===== config.mk =====
export PLATFORM = sky130hd
export DESIGN_NAME = c2s_sqrt_cell
export DESIGN_NICKNAME = d
export VERILOG_FILES = /design/src/hw/rtl/c2s_pkg.sv /design/src/hw/rtl/c2s_sqrt_cell.sv
export SDC_FILE = /design/constraint.sdc
export NUM_CORES = 1
export LEC_CHECK = 0
export BUFFER_PORTS_ARGS = -buffer_cell sky130_fd_sc_hd__buf_4
export CAP_MARGIN = 20
export CORE_ASPECT_RATIO = 1.75
export CORE_MARGIN = 8
export CORE_UTILIZATION = 53
export DETAILED_ROUTE_END_ITERATION = 7
export GPL_ROUTABILITY_DRIVEN = 0
export HOLD_SLACK_MARGIN = 0.15
export PLACE_DENSITY = 0.82
export SLEW_MARGIN = 30
export SYNTH_ARGS = -nofsm -noshare
export SYNTH_HDL_FRONTEND = slang
export SYNTH_SLANG_ARGS = --single-unit

===== constraint.sdc =====
create_clock -name clk -period 3.7 [get_ports clk]
set_input_delay 0.37 -clock clk [delete_from_list [all_inputs] [get_ports clk]]
set_output_delay 0.37 -clock clk [all_outputs]
set_load 0.01 [all_outputs]

===== src/hw/rtl/c2s_pkg.sv =====
`timescale 1ns / 1ps
package c2s_pkg;

  // datapath sizes of the normalised CORDIC and the root extraction
  localparam int DATA_W       = 64;
  localparam int ACC_W        = 64;
  localparam int CORDIC_ITERS = 60;
  localparam int SQRT_STEPS   = 32;
  localparam int RAD_DELAY    = CORDIC_ITERS - SQRT_STEPS;
  localparam int NORM_MSB     = 57;
  localparam int SHIFT_W      = 6;

  // result and register sizes
  localparam int RADIUS_W = 16;
  localparam int BAND_W   = 11;
  localparam int APB_W    = 32;
  localparam int ADDR_W   = 3;

  localparam logic [BAND_W-1:0]   BAND_RESET = BAND_W'(1);
  localparam logic [RADIUS_W-1:0] RADIUS_MAX = '1;

  // register indexes
  localparam logic [0:0] REG_ZERO_BAND = 1'b0;

  // half a turn on the accumulator
  localparam logic [ACC_W-1:0] HALF_TURN = {1'b1, {(ACC_W-1){1'b0}}};

  typedef struct packed {
    logic all_zero;
    logic xy_zero;
    logic z_pos;
  } pt_flags_t;

  typedef logic [ACC_W-1:0] turn_tab_t [CORDIC_ITERS];

  // shift-subtract division, used only while building the table
  function automatic logic [63:0] udiv(input logic [63:0] n, input logic [63:0] d);
    logic [64:0] r;
    logic [63:0] q;
    r = '0;
    q = '0;
    for (int i = 63; i >= 0; i--) begin
      r = {r[63:0], n[i]};
      q = {q[62:0], 1'b0};
      if (r >= {1'b0, d}) begin
        r    = r - {1'b0, d};
        q[0] = 1'b1;
      end
    end
    return q;
  endfunction

  // arctangent power series in integer arithmetic
  function automatic logic [63:0] atan_series(input logic [63:0] p_in, input int sh,
                                              input logic [63:0] dv);
    logic [63:0] p;
    logic [63:0] pos;
    logic [63:0] neg;
    logic [63:0] k;
    logic [63:0] term;
    p   = p_in;
    pos = '0;
    neg = '0;
    k   = '0;
    while (p != 0) begin
      term = udiv(p, 2 * k + 1);
      if (k[0] == 1'b0) pos = pos + term;
      else neg = neg + term;
      p = udiv((sh < 64) ? (p >> sh) : 64'd0, dv);
      k = k + 1;
    end
    return pos - neg;
  endfunction

  function automatic logic [63:0] frac61(input logic [63:0] a, input logic [63:0] d);
    logic [63:0] q;
    logic [63:0] r;
    q = '0;
    r = a;
    for (int n = 0; n < 61; n++) begin
      r = r << 1;
      q = q << 1;
      if (r >= d) begin
        r    = r - d;
        q[0] = 1'b1;
      end
    end
    return q;
  endfunction

  // atan(2^-i) in 2^-64 turn, truncated
  function automatic turn_tab_t build_turn_tab();
    turn_tab_t   t;
    logic [63:0] qpi;
    qpi = 4 * atan_series(udiv(64'd1 << 62, 64'd5), 0, 64'd25)
        - atan_series(udiv(64'd1 << 62, 64'd239), 0, 64'd57121);
    t[0] = 64'd1 << 61;
    for (int i = 1; i < CORDIC_ITERS; i++)
      t[i] = frac61(atan_series(64'd1 << (62 - i), 2 * i, 64'd1), qpi);
    return t;
  endfunction

  localparam turn_tab_t TURN_TAB = build_turn_tab();

endpackage


===== src/hw/rtl/c2s_sqrt_cell.sv =====
`timescale 1ns / 1ps
module c2s_sqrt_cell import c2s_pkg::*; #(
  parameter int STEP = 0
) (
  input  logic              clk,
  input  logic              en,
  input  logic [DATA_W-1:0] in_rem,
  input  logic [DATA_W-1:0] in_res,
  output logic [DATA_W-1:0] out_rem,
  output logic [DATA_W-1:0] out_res
);

  localparam logic [DATA_W-1:0] BIT = DATA_W'(1) << (62 - 2 * STEP);

  logic [DATA_W-1:0] trial, rem_next, res_next;

  // one result bit of the digit-by-digit root
  always_comb begin
    trial = in_res + BIT;
    if (in_rem >= trial) begin
      rem_next = in_rem - trial;
      res_next = (in_res >> 1) + BIT;
    end else begin
      rem_next = in_rem;
      res_next = in_res >> 1;
    end
  end

  always_ff @(posedge clk) begin
    if (en) begin
      out_rem <= rem_next;
      out_res <= res_next;
    end
  end

endmodule


## After elaboration in Yosys (flattened, before gate mapping)

Index checks and enable logic that the tools add are counted.

| operators by class | value |
|---|---|
| add/sub/neg operators | 3 |
| order comparisons | 1 |
| muxes and demuxes | 2 |

Operator list:

| cell | number |
|---|---|
| adder 63 x 63 -> 64 bit, second input constant | 1 |
| adder 64 x 63 -> 64 bit, second input constant | 1 |
| >= comparator 64 bit | 1 |
| two-way mux 64 bit | 1 |
| subtractor 64 bit | 1 |
| two-way mux 63 bit | 1 |

| word-level totals | value |
|---|---|
| register bits | 128 |
| input bits | 130 |
| output and inout bits | 128 |
| logic and storage cells | 9 |

## Logic depth before layout (Yosys ltp)

| logic depth | value |
|---|---|
| depth in word-level cells | 3 |
| depth in mapped cells | 14 |
| depth with buffers taken out | 13 |

## Worst setup path after synthesis

No wires, ideal clock.

| timing | value |
|---|---|
| kind | input to register |
| start | input in_res[16] |
| end | register out_rem[60] (data pin) |
| setup time | 0.257 ns |
| arrival time | 2.972 ns |
| data required time | 3.443 ns |
| setup slack | 0.470 ns |
| stages | 12 |
| path buffers | 0 |
| cell sequence | inv_1 ha_1 and2_1 nand3_1 or3_1 a41o_1 nor3_2 o21ai_1 o41ai_4 or4b_1 a21oi_1 nor3_1 |

| between the ends | value |
|---|---|
| word-level cells in the longest chain between the ends | 3 |
| elaborated cells on any way between the ends | 4 |
| those cells by class | add/sub (2); order compare (1); mux (1) |

RTL lines:

| element | line | text |
|---|---|---|
| start, declared | c2s_sqrt_cell.sv:8 | `input logic [DATA_W-1:0] in_res,` |
| adder 64 x 63 -> 64 bit (*) | c2s_sqrt_cell.sv:19 | `trial = in_res + BIT;` |
| subtractor 64 bit / >= comparator 64 bit (equally long branches) | c2s_sqrt_cell.sv:21, c2s_sqrt_cell.sv:20 |  |
| two-way mux 64 bit (*) | c2s_sqrt_cell.sv:20 | `if (in_rem >= trial) begin` |
| via rem_next[60] | c2s_sqrt_cell.sv:15 | `logic [DATA_W-1:0] trial, rem_next, res_next;` |
| end signal, assigned | c2s_sqrt_cell.sv:31 | `out_rem <= rem_next;` |
| end, declared | c2s_sqrt_cell.sv:9 | `output logic [DATA_W-1:0] out_rem,` |

The timed path passes the listed nets; every way through them passes the cells marked *.
A chain may end at the register's enable or synchronous reset.

## Final worst setup path

| timing | value |
|---|---|
| start | input in_res[8] |
| end | register out_rem[60] (data pin) |

Same word-level chain as after synthesis.

==> flow_metrics.py <==
metrics = {
    "synthesis": {
        "synth_area_sq_um": 8610,
        "synth-seq-cells": 128,
        "synthCells": 885,
        "synth_nets": 1080,
        "async_reset_ff_frac": 0,
        "synth_area_per_cell_sq_um": 9.73,
        "synth_seq_area_share": 0.446,
        "ys.flop_type": "edfxtp_1",
        "yosysTopAreaCellShare": 0.446,
        "netlist.top_cell.by_area": "edfxtp_1",
        "ys_top_cells_by_area": "edfxtp_1 45%, ha_1 9.3%, a21oi_1 6.5%",
        "synth_edf_count": 128,
        "ys_warn_count": 0,
        "ys_types": 58,
    },
    "final_layout": {
        "final_core_util": 0.772,
        "syn_to_final_growth_pct": 42.3,
        "n_fill_cell": 1037,
        "drive_gt1_frac": 0.290,
        "layout_commonest_cell": "buf_4",
        "antenna_cells": 0,
        "nets": 1421,
        "layout_common_cells": "296 x buf_4, 128 x edfxtp_1, 109 x a21oi_1, 82 x nor2_1, 78 x inv_1",
    },
    "global_routing": {
        "track_usage": 0.266,
        "antenna_found_initial": 0,
        "grt_max_degree": 124,
        "grt_first_pass_wirelength_um": 43200,
        "globalRoute.totalOverflow": 0,
        "grt_pass1_vias": 8729,
    },
    "routing": {
        "drt_wl_total_um": 28500,
        "drc": 0,
        "wl_per_cell_um": 20.0,
        "ant_nets": 0,
        "first_iter_violations": 570,
        "vias": 8285,
        "avgViaCountPerCell": 5.81,
        "dr.pass1.iters": 7,
    },
    "cts": {
        "cts-root-buf": "clkbuf_16",
        "cts_buffers": 17,
        "post_cts_buffers": 0,
        "tritoncts": "yes",
        "path_clk_slew_ns": 0.06,
        "cts_buffer_depth": 2,
        "cts_htree_levels": 4,
        "clock_sinks": 128,
    },
    "pwr": {
        "power_frac_comb": 0.321,
        "clock_power_share": 0.315,
        "pwr_density_cell_nw_per_um2": 418,
        "leakagePower_nw": 5.60,
        "p_seq_frac": 0.365,
        "power.share.switching": 0.303,
        "ir_drop_v": 0.000335,
        "p_int_mw": 3.57,
        "power_mw": 5.13,
        "p_sw_mw": 1.55,
    },
    "timing": {
        "min_period_over_period": 0.986,
        "worst_pin_slew_ns": 0.948,
        "final-hold-violation-count": 0,
        "setup_tns_ns": 0,
        "layout_min_cycle_time_ns": 3.65,
        "finalHoldWorstSlack_ns": 0.170,
        "slew_violations": 0,
        "setup_viol": 0,
        "slew_headroom": 0.368,
        "fmax_ghz": 0.274,
        "fin_ws_ns": 0.0530,
    },
    "outcome": {
        "status": "complete, no violations",
    },
    "setup_path": {
        "max_stage_delay_ns": 0.57,
        "worstPathCellList": "dlygate4sd3_1 -> buf_4 -> inv_1 -> ha_4 -> and2_1 -> nand3_1 -> or4_1 -> o211ai_1 -> o21ai_2 -> o41ai_4 -> buf_4 -> or4b_4 -> a21oi_2 -> nor3_1",
        "timing.critical_path.mode_cell": "buf_4",
        "worst-path-max-fanout": 5,
        "worstSetupStartpointType": "input port",
        "crit_slowest_cell": "or4_1",
        "cp.required_ns": 3.88,
        "worst_ep_arrival_time_ns": 3.83,
        "crit_type": "in2reg",
        "crit_path_end_kind": "flip-flop",
    },
    "floorplan": {
        "initial_core_util": 0.542,
        "rows": 61,
        "die_x_um": 112,
        "dieHeight_um": 185,
        "ios": 258,
        "core_sq_um": 15900,
        "dieArea_sq_um": 20700,
    },
    "min_path": {
        "hold_class": "in2reg",
        "worstHoldStart": "in_res[1]",
        "hold_path_end": "out_res[0]",
        "holdPathStages": 1,
    },
    "flow_run": {
        "maxCapViolCount": 0,
    },
    "place": {
        "pre_cts_ws_ns": 0.0115,
        "hpwl_um": 20800,
        "io_buffers": 257,
    },
}
## state kept, by name, summed over array words and instances, names as in the netlist
| register | cells |
|---|---|
| out_rem | 64 |
| out_res | 64 |
## through the flow
stage,cell area [sq um],instances
after global placement,10900,1335
after floorplan,8610,885
after detailed placement,10900,1335
after global routing,12300,1427
after CTS,12100,1427
final,12300,1427
## metal layers
layer	part of all wire	GRT usage	up-vias
li1	-	-	3910
met1	0.32	0.237	3887
met2	0.56	0.522	375
met3	0.062	0.0580	113
met4	0.057	0.176	0
met5	0	0	-
## Yosys cell counts, types with 2 or more instances
cell	n
or3_1	4
xnor2_1	36
and4_1	3
o22ai_1	2
and2_1	10
nor2_1	82
a21oi_1	111
inv_1	78
nand2_1	52
nor3_1	11
nand3_1	14
o21ai_1	3
a21o_1	49
a41oi_1	5
and4b_1	2
edfxtp_1	128
o41ai_1	2
o21bai_1	11
a21boi_0	5
o31ai_1	2
or2_2	4
mux2_2	10
xor2_1	20
clkbuf_1	25
a211oi_1	4
mux2_1	4
o21ai_0	40
a31oi_1	7
and3_1	13
a211o_1	2
nor2b_1	10
nand2b_1	3
o31a_1	5
nand4_1	18
buf_2	11
o21a_1	7
o211ai_1	7
ha_1	64
nor4b_1	2
## layout make-up
| cell class | count | area [sq um] | area share |
|---|---|---|---|
| Clock buffer | 23 | 448 | 0.0366 |
| Tap cell | 189 | 236 | 0.0193 |
| Multi-Input combinational cell | 642 | 4480 | 0.366 |
| Sequential cell | 128 | 3840 | 0.314 |
| Timing Repair Buffer | 359 | 2860 | 0.233 |
| Inverter | 78 | 293 | 0.0239 |
| Clock inverter | 8 | 90.1 | 0.00735 |
## critical path: cells and delay by family
kind | cells | cell delay (ns)
compound gates | 4 | 0.84
fa+ha+maj | 1 | 0.31
buf+inv | 4 | 0.92
simple gates | 5 | 1.37
## worst max path at each step
stage | from | end | slack [ns]
floorplan | in_res[16] | out_rem[60] | 0.47
global placement | in_rem[0] | out_rem[63] | 0.14
detailed placement | in_rem[0] | out_rem[63] | 0.01
CTS | in_res[2] | out_rem[63] | 0.01
global route | in_res[9] | out_rem[60] | -0.06
finish | in_res[8] | out_rem[60] | 0.05
## cell families after synthesis
logic type                 synth area share
AOI/OAI and AO/OA                     0.198
and+or+nand+nor                       0.132
DFF                                   0.446
buffers and inverters                0.0519
adders and majority gates            0.0953
xor gates and xnor gates             0.0570
muxes                                0.0195
## what timing repair did
item / 4_1_cts / 5_1_grt
hold buffers: 61 / 0
gates resized for setup: 0 / 30
setup endpoints to repair: 0 / 65
endpoints found under the hold margin: 61 / 0
## power by group through the flow
stage	sequential, mW	combinational (mW)	clock (mW)
3_3_place_gp	1.89	1.49	0
5_1_grt	1.88	1.77	1.67
3_5_place_dp	1.89	1.52	0
2_1_floorplan	1.98	0.744	0
4_1_cts	1.87	1.58	1.60
6_report	1.87	1.64	1.61
Note: power is estimated with default switching activity, not from simulation.
