[config.mk]
export PLATFORM = sky130hd
export DESIGN_NAME = c2s_cordic_cell
export DESIGN_NICKNAME = d
export VERILOG_FILES = /design/src/hw/rtl/c2s_pkg.sv /design/src/hw/rtl/c2s_cordic_cell.sv
export SDC_FILE = /design/constraint.sdc
export NUM_CORES = 1
export LEC_CHECK = 0
export ABC_AREA = 0
export BUFFER_PORTS_ARGS = -buffer_cell sky130_fd_sc_hd__buf_2
export CORE_MARGIN = 2
export CORE_UTILIZATION = 43
export CTS_CLUSTER_SIZE = 14
export DETAILED_ROUTE_END_ITERATION = 7
export PLACE_DENSITY_LB_ADDON = 0.15
export SETUP_SLACK_MARGIN = 0.15
export SLEW_MARGIN = 20
export SYNTH_ARGS = -nofsm -noshare
export SYNTH_HDL_FRONTEND = slang
export SYNTH_SLANG_ARGS = --single-unit
[constraint.sdc]
create_clock -name clk -period 5.6 [get_ports clk]
set_clock_uncertainty 0.05 [all_clocks]
set_input_delay 0.28 -clock clk [delete_from_list [all_inputs] [get_ports clk]]
set_output_delay 0.28 -clock clk [all_outputs]
set_load 0.01 [all_outputs]
[src/hw/rtl/c2s_pkg.sv]
`timescale 1ns / 1ps
package c2s_pkg;

  // datapath sizes of the normalised CORDIC and the root extraction
  localparam int DATA_W       = 64;
  localparam int ACC_W        = 64;
  localparam int CORDIC_ITERS = 60;
  localparam int SQRT_STEPS   = 32;
  localparam int RAD_DELAY    = CORDIC_ITERS - SQRT_STEPS;
  localparam int NORM_MSB     = 57;
  localparam int SHIFT_W      = 6;

  // result and register sizes
  localparam int RADIUS_W = 16;
  localparam int BAND_W   = 11;
  localparam int APB_W    = 32;
  localparam int ADDR_W   = 3;

  localparam logic [BAND_W-1:0]   BAND_RESET = BAND_W'(1);
  localparam logic [RADIUS_W-1:0] RADIUS_MAX = '1;

  // register indexes
  localparam logic [0:0] REG_ZERO_BAND = 1'b0;

  // half a turn on the accumulator
  localparam logic [ACC_W-1:0] HALF_TURN = {1'b1, {(ACC_W-1){1'b0}}};

  typedef struct packed {
    logic all_zero;
    logic xy_zero;
    logic z_pos;
  } pt_flags_t;

  typedef logic [ACC_W-1:0] turn_tab_t [CORDIC_ITERS];

  // shift-subtract division, used only while building the table
  function automatic logic [63:0] udiv(input logic [63:0] n, input logic [63:0] d);
    logic [64:0] r;
    logic [63:0] q;
    r = '0;
    q = '0;
    for (int i = 63; i >= 0; i--) begin
      r = {r[63:0], n[i]};
      q = {q[62:0], 1'b0};
      if (r >= {1'b0, d}) begin
        r    = r - {1'b0, d};
        q[0] = 1'b1;
      end
    end
    return q;
  endfunction

  // arctangent power series in integer arithmetic
  function automatic logic [63:0] atan_series(input logic [63:0] p_in, input int sh,
                                              input logic [63:0] dv);
    logic [63:0] p;
    logic [63:0] pos;
    logic [63:0] neg;
    logic [63:0] k;
    logic [63:0] term;
    p   = p_in;
    pos = '0;
    neg = '0;
    k   = '0;
    while (p != 0) begin
      term = udiv(p, 2 * k + 1);
      if (k[0] == 1'b0) pos = pos + term;
      else neg = neg + term;
      p = udiv((sh < 64) ? (p >> sh) : 64'd0, dv);
      k = k + 1;
    end
    return pos - neg;
  endfunction

  function automatic logic [63:0] frac61(input logic [63:0] a, input logic [63:0] d);
    logic [63:0] q;
    logic [63:0] r;
    q = '0;
    r = a;
    for (int n = 0; n < 61; n++) begin
      r = r << 1;
      q = q << 1;
      if (r >= d) begin
        r    = r - d;
        q[0] = 1'b1;
      end
    end
    return q;
  endfunction

  // atan(2^-i) in 2^-64 turn, truncated
  function automatic turn_tab_t build_turn_tab();
    turn_tab_t   t;
    logic [63:0] qpi;
    qpi = 4 * atan_series(udiv(64'd1 << 62, 64'd5), 0, 64'd25)
        - atan_series(udiv(64'd1 << 62, 64'd239), 0, 64'd57121);
    t[0] = 64'd1 << 61;
    for (int i = 1; i < CORDIC_ITERS; i++)
      t[i] = frac61(atan_series(64'd1 << (62 - i), 2 * i, 64'd1), qpi);
    return t;
  endfunction

  localparam turn_tab_t TURN_TAB = build_turn_tab();

endpackage

[src/hw/rtl/c2s_cordic_cell.sv]
`timescale 1ns / 1ps
module c2s_cordic_cell import c2s_pkg::*; #(
  parameter int STEP   = 0,
  parameter int PASS_W = 1
) (
  input  logic                     clk,
  input  logic                     en,
  input  logic signed [DATA_W-1:0] in_a,
  input  logic signed [DATA_W-1:0] in_b,
  input  logic [ACC_W-1:0]         in_acc,
  input  logic [PASS_W-1:0]        in_pass,
  output logic signed [DATA_W-1:0] out_a,
  output logic signed [DATA_W-1:0] out_b,
  output logic [ACC_W-1:0]         out_acc,
  output logic [PASS_W-1:0]        out_pass
);

  logic signed [DATA_W-1:0] dx, dy, a_next, b_next;
  logic [ACC_W-1:0]         acc_next;

  // one micro-rotation towards the x axis
  always_comb begin
    dx = in_b >>> STEP;
    dy = in_a >>> STEP;
    if (!in_b[DATA_W-1]) begin
      a_next   = in_a + dx;
      b_next   = in_b - dy;
      acc_next = in_acc + TURN_TAB[STEP];
    end else begin
      a_next   = in_a - dx;
      b_next   = in_b + dy;
      acc_next = in_acc - TURN_TAB[STEP];
    end
  end

  always_ff @(posedge clk) begin
    if (en) begin
      out_a    <= a_next;
      out_b    <= b_next;
      out_acc  <= acc_next;
      out_pass <= in_pass;
    end
  end

endmodule

Yosys cells after proc, flatten, opt, wreduce, memory -nomap -nowiden

Cells that the tools add are included.

Bits in registers: 193
Bits in latches: 0
Bits in writable memories: 0
Bits in read-only memories: 0
Input bits: 195
Output and inout port bits: 193
Logic and storage cells: 12
Memories kept: 0

$add $sub $neg: 5
Multipliers: 0
Divide/modulo/power cells: 0
Order comparisons: 0
Eq/ne operators: 0
Shift-type cells: 0
Muxes and demuxes: 3
Bitwise logic cells: 0
Reductions and logical operators: 0

Operator list:

| cell                                                                  | number |
|---|---|
| 64-bit 2-to-1 mux                                                     | 3 |
| 64-bit subtractor                                                     | 2 |
| 64-bit by 62-bit adder with 64-bit output, second input constant      | 1 |
| 64-bit adder                                                          | 1 |
| 64-bit by 62-bit subtractor with 64-bit output, second input constant | 1 |

Logic depth before layout (Yosys ltp)

Word-level depth: 2
Gate-level depth with buffers: 15
Mapped depth without buffers: 14

Worst setup path before layout

OpenSTA, ideal clock, no wires.

Path type: input to register
From: input port in_b[0]
To: register out_b[56] (data pin)
Setup time: 266 ps
Data arrival time: 3252 ps
Data required time: 5284 ps
Path slack: 2032 ps
Cell stages on the path: 14
Buffers on the path: 0
Cells stage by stage: inv_1 ha_1 fa_1 nor2b_4 o2111ai_2 a311oi_2 o2111ai_1 and2_4 o31ai_4 a31oi_1 o31a_1 a31o_1 a311o_1 xnor2_1

Longest elaborated chain between the ends: 2
Elaborated cells on any way between the ends: 3
Those cells by class: add/sub: 2; mux: 1

Ends and longest elaborated chain:

| element                                           | line                                         | text |
|---|---|---|
| start, declared                                   | c2s_cordic_cell.sv:9                         | `input logic signed [DATA_W-1:0] in_b,` |
| 64-bit subtractor or 64-bit adder (tied branches) | c2s_cordic_cell.sv:27, c2s_cordic_cell.sv:31 |  |
| 64-bit 2-to-1 mux (*)                             | c2s_cordic_cell.sv:25                        | `if (!in_b[DATA_W-1]) begin` |
| named net b_next[56]                              | c2s_cordic_cell.sv:18                        | `logic signed [DATA_W-1:0] dx, dy, a_next, b_next;` |
| end signal, assigned                              | c2s_cordic_cell.sv:39                        | `out_b <= b_next;` |
| end, declared                                     | c2s_cordic_cell.sv:13                        | `output logic signed [DATA_W-1:0] out_b,` |

The timed path passes the listed nets; every way through them passes the cells marked *.
A chain may end at the register's enable or synchronous reset.

Worst setup path after layout

From: input port in_a[4]
To: register out_a[56] (data pin)

Longest elaborated chain between the ends: 2
Elaborated cells on any way between the ends: 3
Those cells by class: add/sub: 2; mux: 1

Ends and longest elaborated chain:

| element                                           | line                                         | text |
|---|---|---|
| start, declared                                   | c2s_cordic_cell.sv:8                         | `input logic signed [DATA_W-1:0] in_a,` |
| 64-bit adder or 64-bit subtractor (tied branches) | c2s_cordic_cell.sv:26, c2s_cordic_cell.sv:30 |  |
| 64-bit 2-to-1 mux (*)                             | c2s_cordic_cell.sv:25                        |  |
| named net a_next[56]                              | c2s_cordic_cell.sv:18                        |  |
| end signal, assigned                              | c2s_cordic_cell.sv:38                        | `out_a <= a_next;` |
| end, declared                                     | c2s_cordic_cell.sv:12                        | `output logic signed [DATA_W-1:0] out_a,` |

Marked as above.

==> flow_metrics.py <==
metrics = {
    "status": {
        "status": "finished clean",
    },
    "floorplan": {
        "die_area_sq_um": 42800,
        "num_rows": 74,
        "ios": 388,
        "start_util": 0.434,
        "core_sq_um": 40700,
        "die_h_um": 207,
        "dieWidth_um": 207,
    },
    "yosys": {
        "syn-num-nets": 2445,
        "synth_seq_cells": 192,
        "synthFlopType": "edfxtp_1",
        "ys_types": 85,
        "synth_area_per_cell_sq_um": 8.61,
        "yosysWarningCount": 0,
        "yosysSeqAreaShare": 0.326,
        "synth_edf_count": 192,
        "async_flop_share": 0,
        "syn_inst": 2056,
        "syn_area_sq_um": 17700,
    },
    "drt": {
        "drt_first_pass_iters": 7,
        "drc_errors": 0,
        "finalWirelength_um": 72000,
        "ant_nets": 0,
        "dr.first_iter.drc_count": 1854,
        "wl_per_cell_um": 24.1,
        "viasPerCell": 5.95,
        "vias": 17800,
    },
    "setup_path": {
        "cp_top_family": "compound AO/OA/AOI/OAI gates",
        "criticalPathCategory": "input port to flop",
        "critPathRequiredTime_ns": 5.77,
        "crit_top_cell": "inv_1",
        "cp_max_fo": 10,
        "path_cells": "buf_2 -> inv_1 -> ha_1 -> inv_1 -> a21oi_1 -> a2111oi_1 -> o41ai_2 -> nor3_2 -> a31oi_4 -> o21ai_2 -> a211oi_2 -> o21ai_1 -> a311oi_1 -> xnor2_1",
        "cpMaxStageDelayCell": "a211oi_2",
        "cp.arrival_ns": 4.39,
        "critPathBufInv": 3,
        "slowest_delay_ns": 0.59,
        "endpoint_kind": "flop",
        "cp-start-kind": "input port",
    },
    "global_route": {
        "overflow": 0,
        "grt_usage": 0.330,
        "grt_antenna_before_repair": 5,
        "grt_pass1_vias": 17400,
        "grt_max_degree": 113,
        "grt_first_pass_wirelength_um": 106000,
    },
    "clock_network": {
        "clk_pin_slew_ns": 0.07,
        "cts_resized": 0,
        "cts_max_level": 4,
        "cts_tree": "yes",
        "cts_root_buffer": "clkbuf_16",
        "clockBufferDepth": 2,
        "cts.sinks": 192,
        "numCtsBuffers": 17,
    },
    "timing": {
        "timing.final.crit_share": 0.753,
        "max_slew_margin": 0.269,
        "setup_viol": 0,
        "fin_tns_setup_ns": 0,
        "period_minus_slack_ns": 4.22,
        "tightest_slew_ns": 1.10,
        "clock.fmax_ghz": 0.237,
        "rsz0062_at_grt": "false",
        "hold_violations": 0,
        "maxSlewViolCount": 0,
        "hold-worst-slack_ns": 0.0477,
    },
    "power": {
        "p_per_area_nw_per_um2": 248,
        "p_int_mw": 3.18,
        "p_seq_frac": 0.365,
        "power_frac_comb": 0.388,
        "clock_power_share": 0.247,
        "switching_share": 0.396,
        "p_leak_nw": 9.21,
        "p_switching_mw": 2.09,
        "ir_drop_uv": 222,
    },
    "run": {
        "cap_violations": 0,
    },
    "min_path": {
        "hold_class": "input port to flop",
        "min_path_cells": 2,
        "min_to": "out_acc[61]",
        "hp-start": "in_acc[61]",
    },
    "final_layout": {
        "fillCellCount": 3923,
        "syn_to_final_growth_pct": 20.1,
        "drive_gt1_frac": 0.186,
        "nets": 2831,
        "final_util": 0.522,
        "multiInputGateArea_sq_um": 10800,
        "area.sequential_sq_um": 5770,
    },
    "placed_design": {
        "io_buffer_count": 387,
        "gp_congestion": 0.991,
        "hpwl_um": 57200,
    },
}
-- layout make-up --
cell class                      instances  area share
Clock buffer                           17      0.0200
Inverter                              212      0.0374
Timing Repair Buffer                  458       0.125
Antenna cell                            3    0.000353
Multi-Input combinational cell       1561       0.507
Clock inverter                         15     0.00853
Sequential cell                       192       0.271
Tap cell                              532      0.0313
-- how the worst max path moves through the flow --
stage	startpoint	end	slack, ns	cells past startpoint
final	in_a[4]	out_a[56]	1.38	14
after detailed placement	in_a[4]	out_a[54]	0.98	14
after global placement	in_a[4]	out_a[54]	0.99	14
after global routing	in_a[4]	out_a[56]	1.16	14
after CTS	in_a[4]	out_a[54]	1.47	14
after floorplan	in_b[0]	out_b[56]	2.03	14
-- state kept, by name, indices dropped and copies added, names as in the netlist --
register	cells
out_a	64
out_acc	64
out_b	63
out_pass	1
-- timing repair --
item                      in CTS  in global routing
hold buffers                  62                  0
setup buffers                  0                  0
hold endpoints to repair      62                  0
-- routing by layer --
| layer | track usage | part of all wire | up-vias |
|---|---|---|---|
| met5 | 0 | 0.00029 | - |
| met4 | 0.168 | 0.048 | 4 |
| met3 | 0.0630 | 0.073 | 172 |
| met2 | 0.545 | 0.47 | 899 |
| met1 | 0.412 | 0.41 | 8471 |
| li1 | - | - | 8259 |
-- synth_stat cells, drive strengths merged, types with 7 or more instances --
library cell / n / area share
nand3: 22 / 0.0062
o21a: 13 / 0.0055
clkbuf: 59 / 0.013
o21ai: 144 / 0.041
a221oi: 12 / 0.0059
nor2: 162 / 0.034
and2: 9 / 0.0033
nand2: 102 / 0.022
o221ai: 9 / 0.0045
a2111oi: 8 / 0.0044
a21boi: 8 / 0.0034
o21bai: 65 / 0.028
mux2i: 26 / 0.015
nor2b: 18 / 0.0068
nor3: 32 / 0.0093
or2: 7 / 0.0025
or3: 11 / 0.0039
o31ai: 28 / 0.013
clkinv: 15 / 0.0032
a21oi: 280 / 0.079
xnor2: 117 / 0.058
buf: 32 / 0.0086
edfxtp: 192 / 0.33
a211oi: 24 / 0.010
nand4: 45 / 0.016
a31oi: 18 / 0.0072
nand2b: 18 / 0.0064
inv: 197 / 0.042
o211ai: 23 / 0.0098
xor2: 9 / 0.0045
a21o: 38 / 0.016
ha: 190 / 0.13
nor4: 30 / 0.011
-- placed cells by master, fill, tap and decap left out, drive strengths merged, types with 9 or more instances in the layout --
| cell type | count |
|---|---|
| o31ai | 28 |
| nand4 | 45 |
| a21o | 38 |
| o21bai | 65 |
| ha | 190 |
| a211oi | 24 |
| or3 | 11 |
| o21ai | 144 |
| a221oi | 12 |
| buf | 395 |
| xnor2 | 117 |
| o211ai | 23 |
| a21oi | 280 |
| nor3 | 32 |
| inv | 205 |
| nand3 | 22 |
| o21a | 13 |
| nor2b | 18 |
| dlygate4sd3 | 62 |
| nand2 | 102 |
| nor2 | 162 |
| a31oi | 18 |
| xor2 | 9 |
| and2 | 9 |
| clkinv | 21 |
| o221ai | 9 |
| nor4 | 30 |
| clkbuf | 18 |
| edfxtp | 192 |
| mux2i | 26 |
| nand2b | 18 |
-- through the flow --
step / power, mW / setup WS [ns] / instances / cell area (sq um)
after detailed placement: 3.92 / 0.977 / 2893 / 20000
after global routing: 5.52 / 1.16 / 2989 / 21300
final: 5.27 / 1.38 / 2990 / 21300
after global placement: 3.93 / 0.992 / 2893 / 20000
after floorplan: 3.11 / 2.03 / 2056 / 17700
after CTS: 5.28 / 1.47 / 2987 / 21200
-- power by group through the flow --
stage	logic, mW	clock network (mW)	registers, mW
global placement	1.98	0	1.95
global route	2.20	1.38	1.94
floorplan	1.06	0	2.05
CTS	2.02	1.34	1.93
finish	2.04	1.30	1.92
detailed placement	1.97	0	1.96
-- cells by family (layout without fill, tap and decap cells) --
logic type / Yosys count / after routing / synth area share
multiplexers: 27 / 27 / 0.0153
buffers and inverters: 303 / 702 / 0.0660
AO/OA/AOI/OAI: 733 / 733 / 0.260
flip-flops: 192 / 192 / 0.326
AND/OR/NAND/NOR: 481 / 481 / 0.132
XOR/XNOR: 126 / 126 / 0.0623
other: 0 / 3 / 0
adder cells (fa/ha/maj): 194 / 194 / 0.139
(Power assumes the default switching activity.)
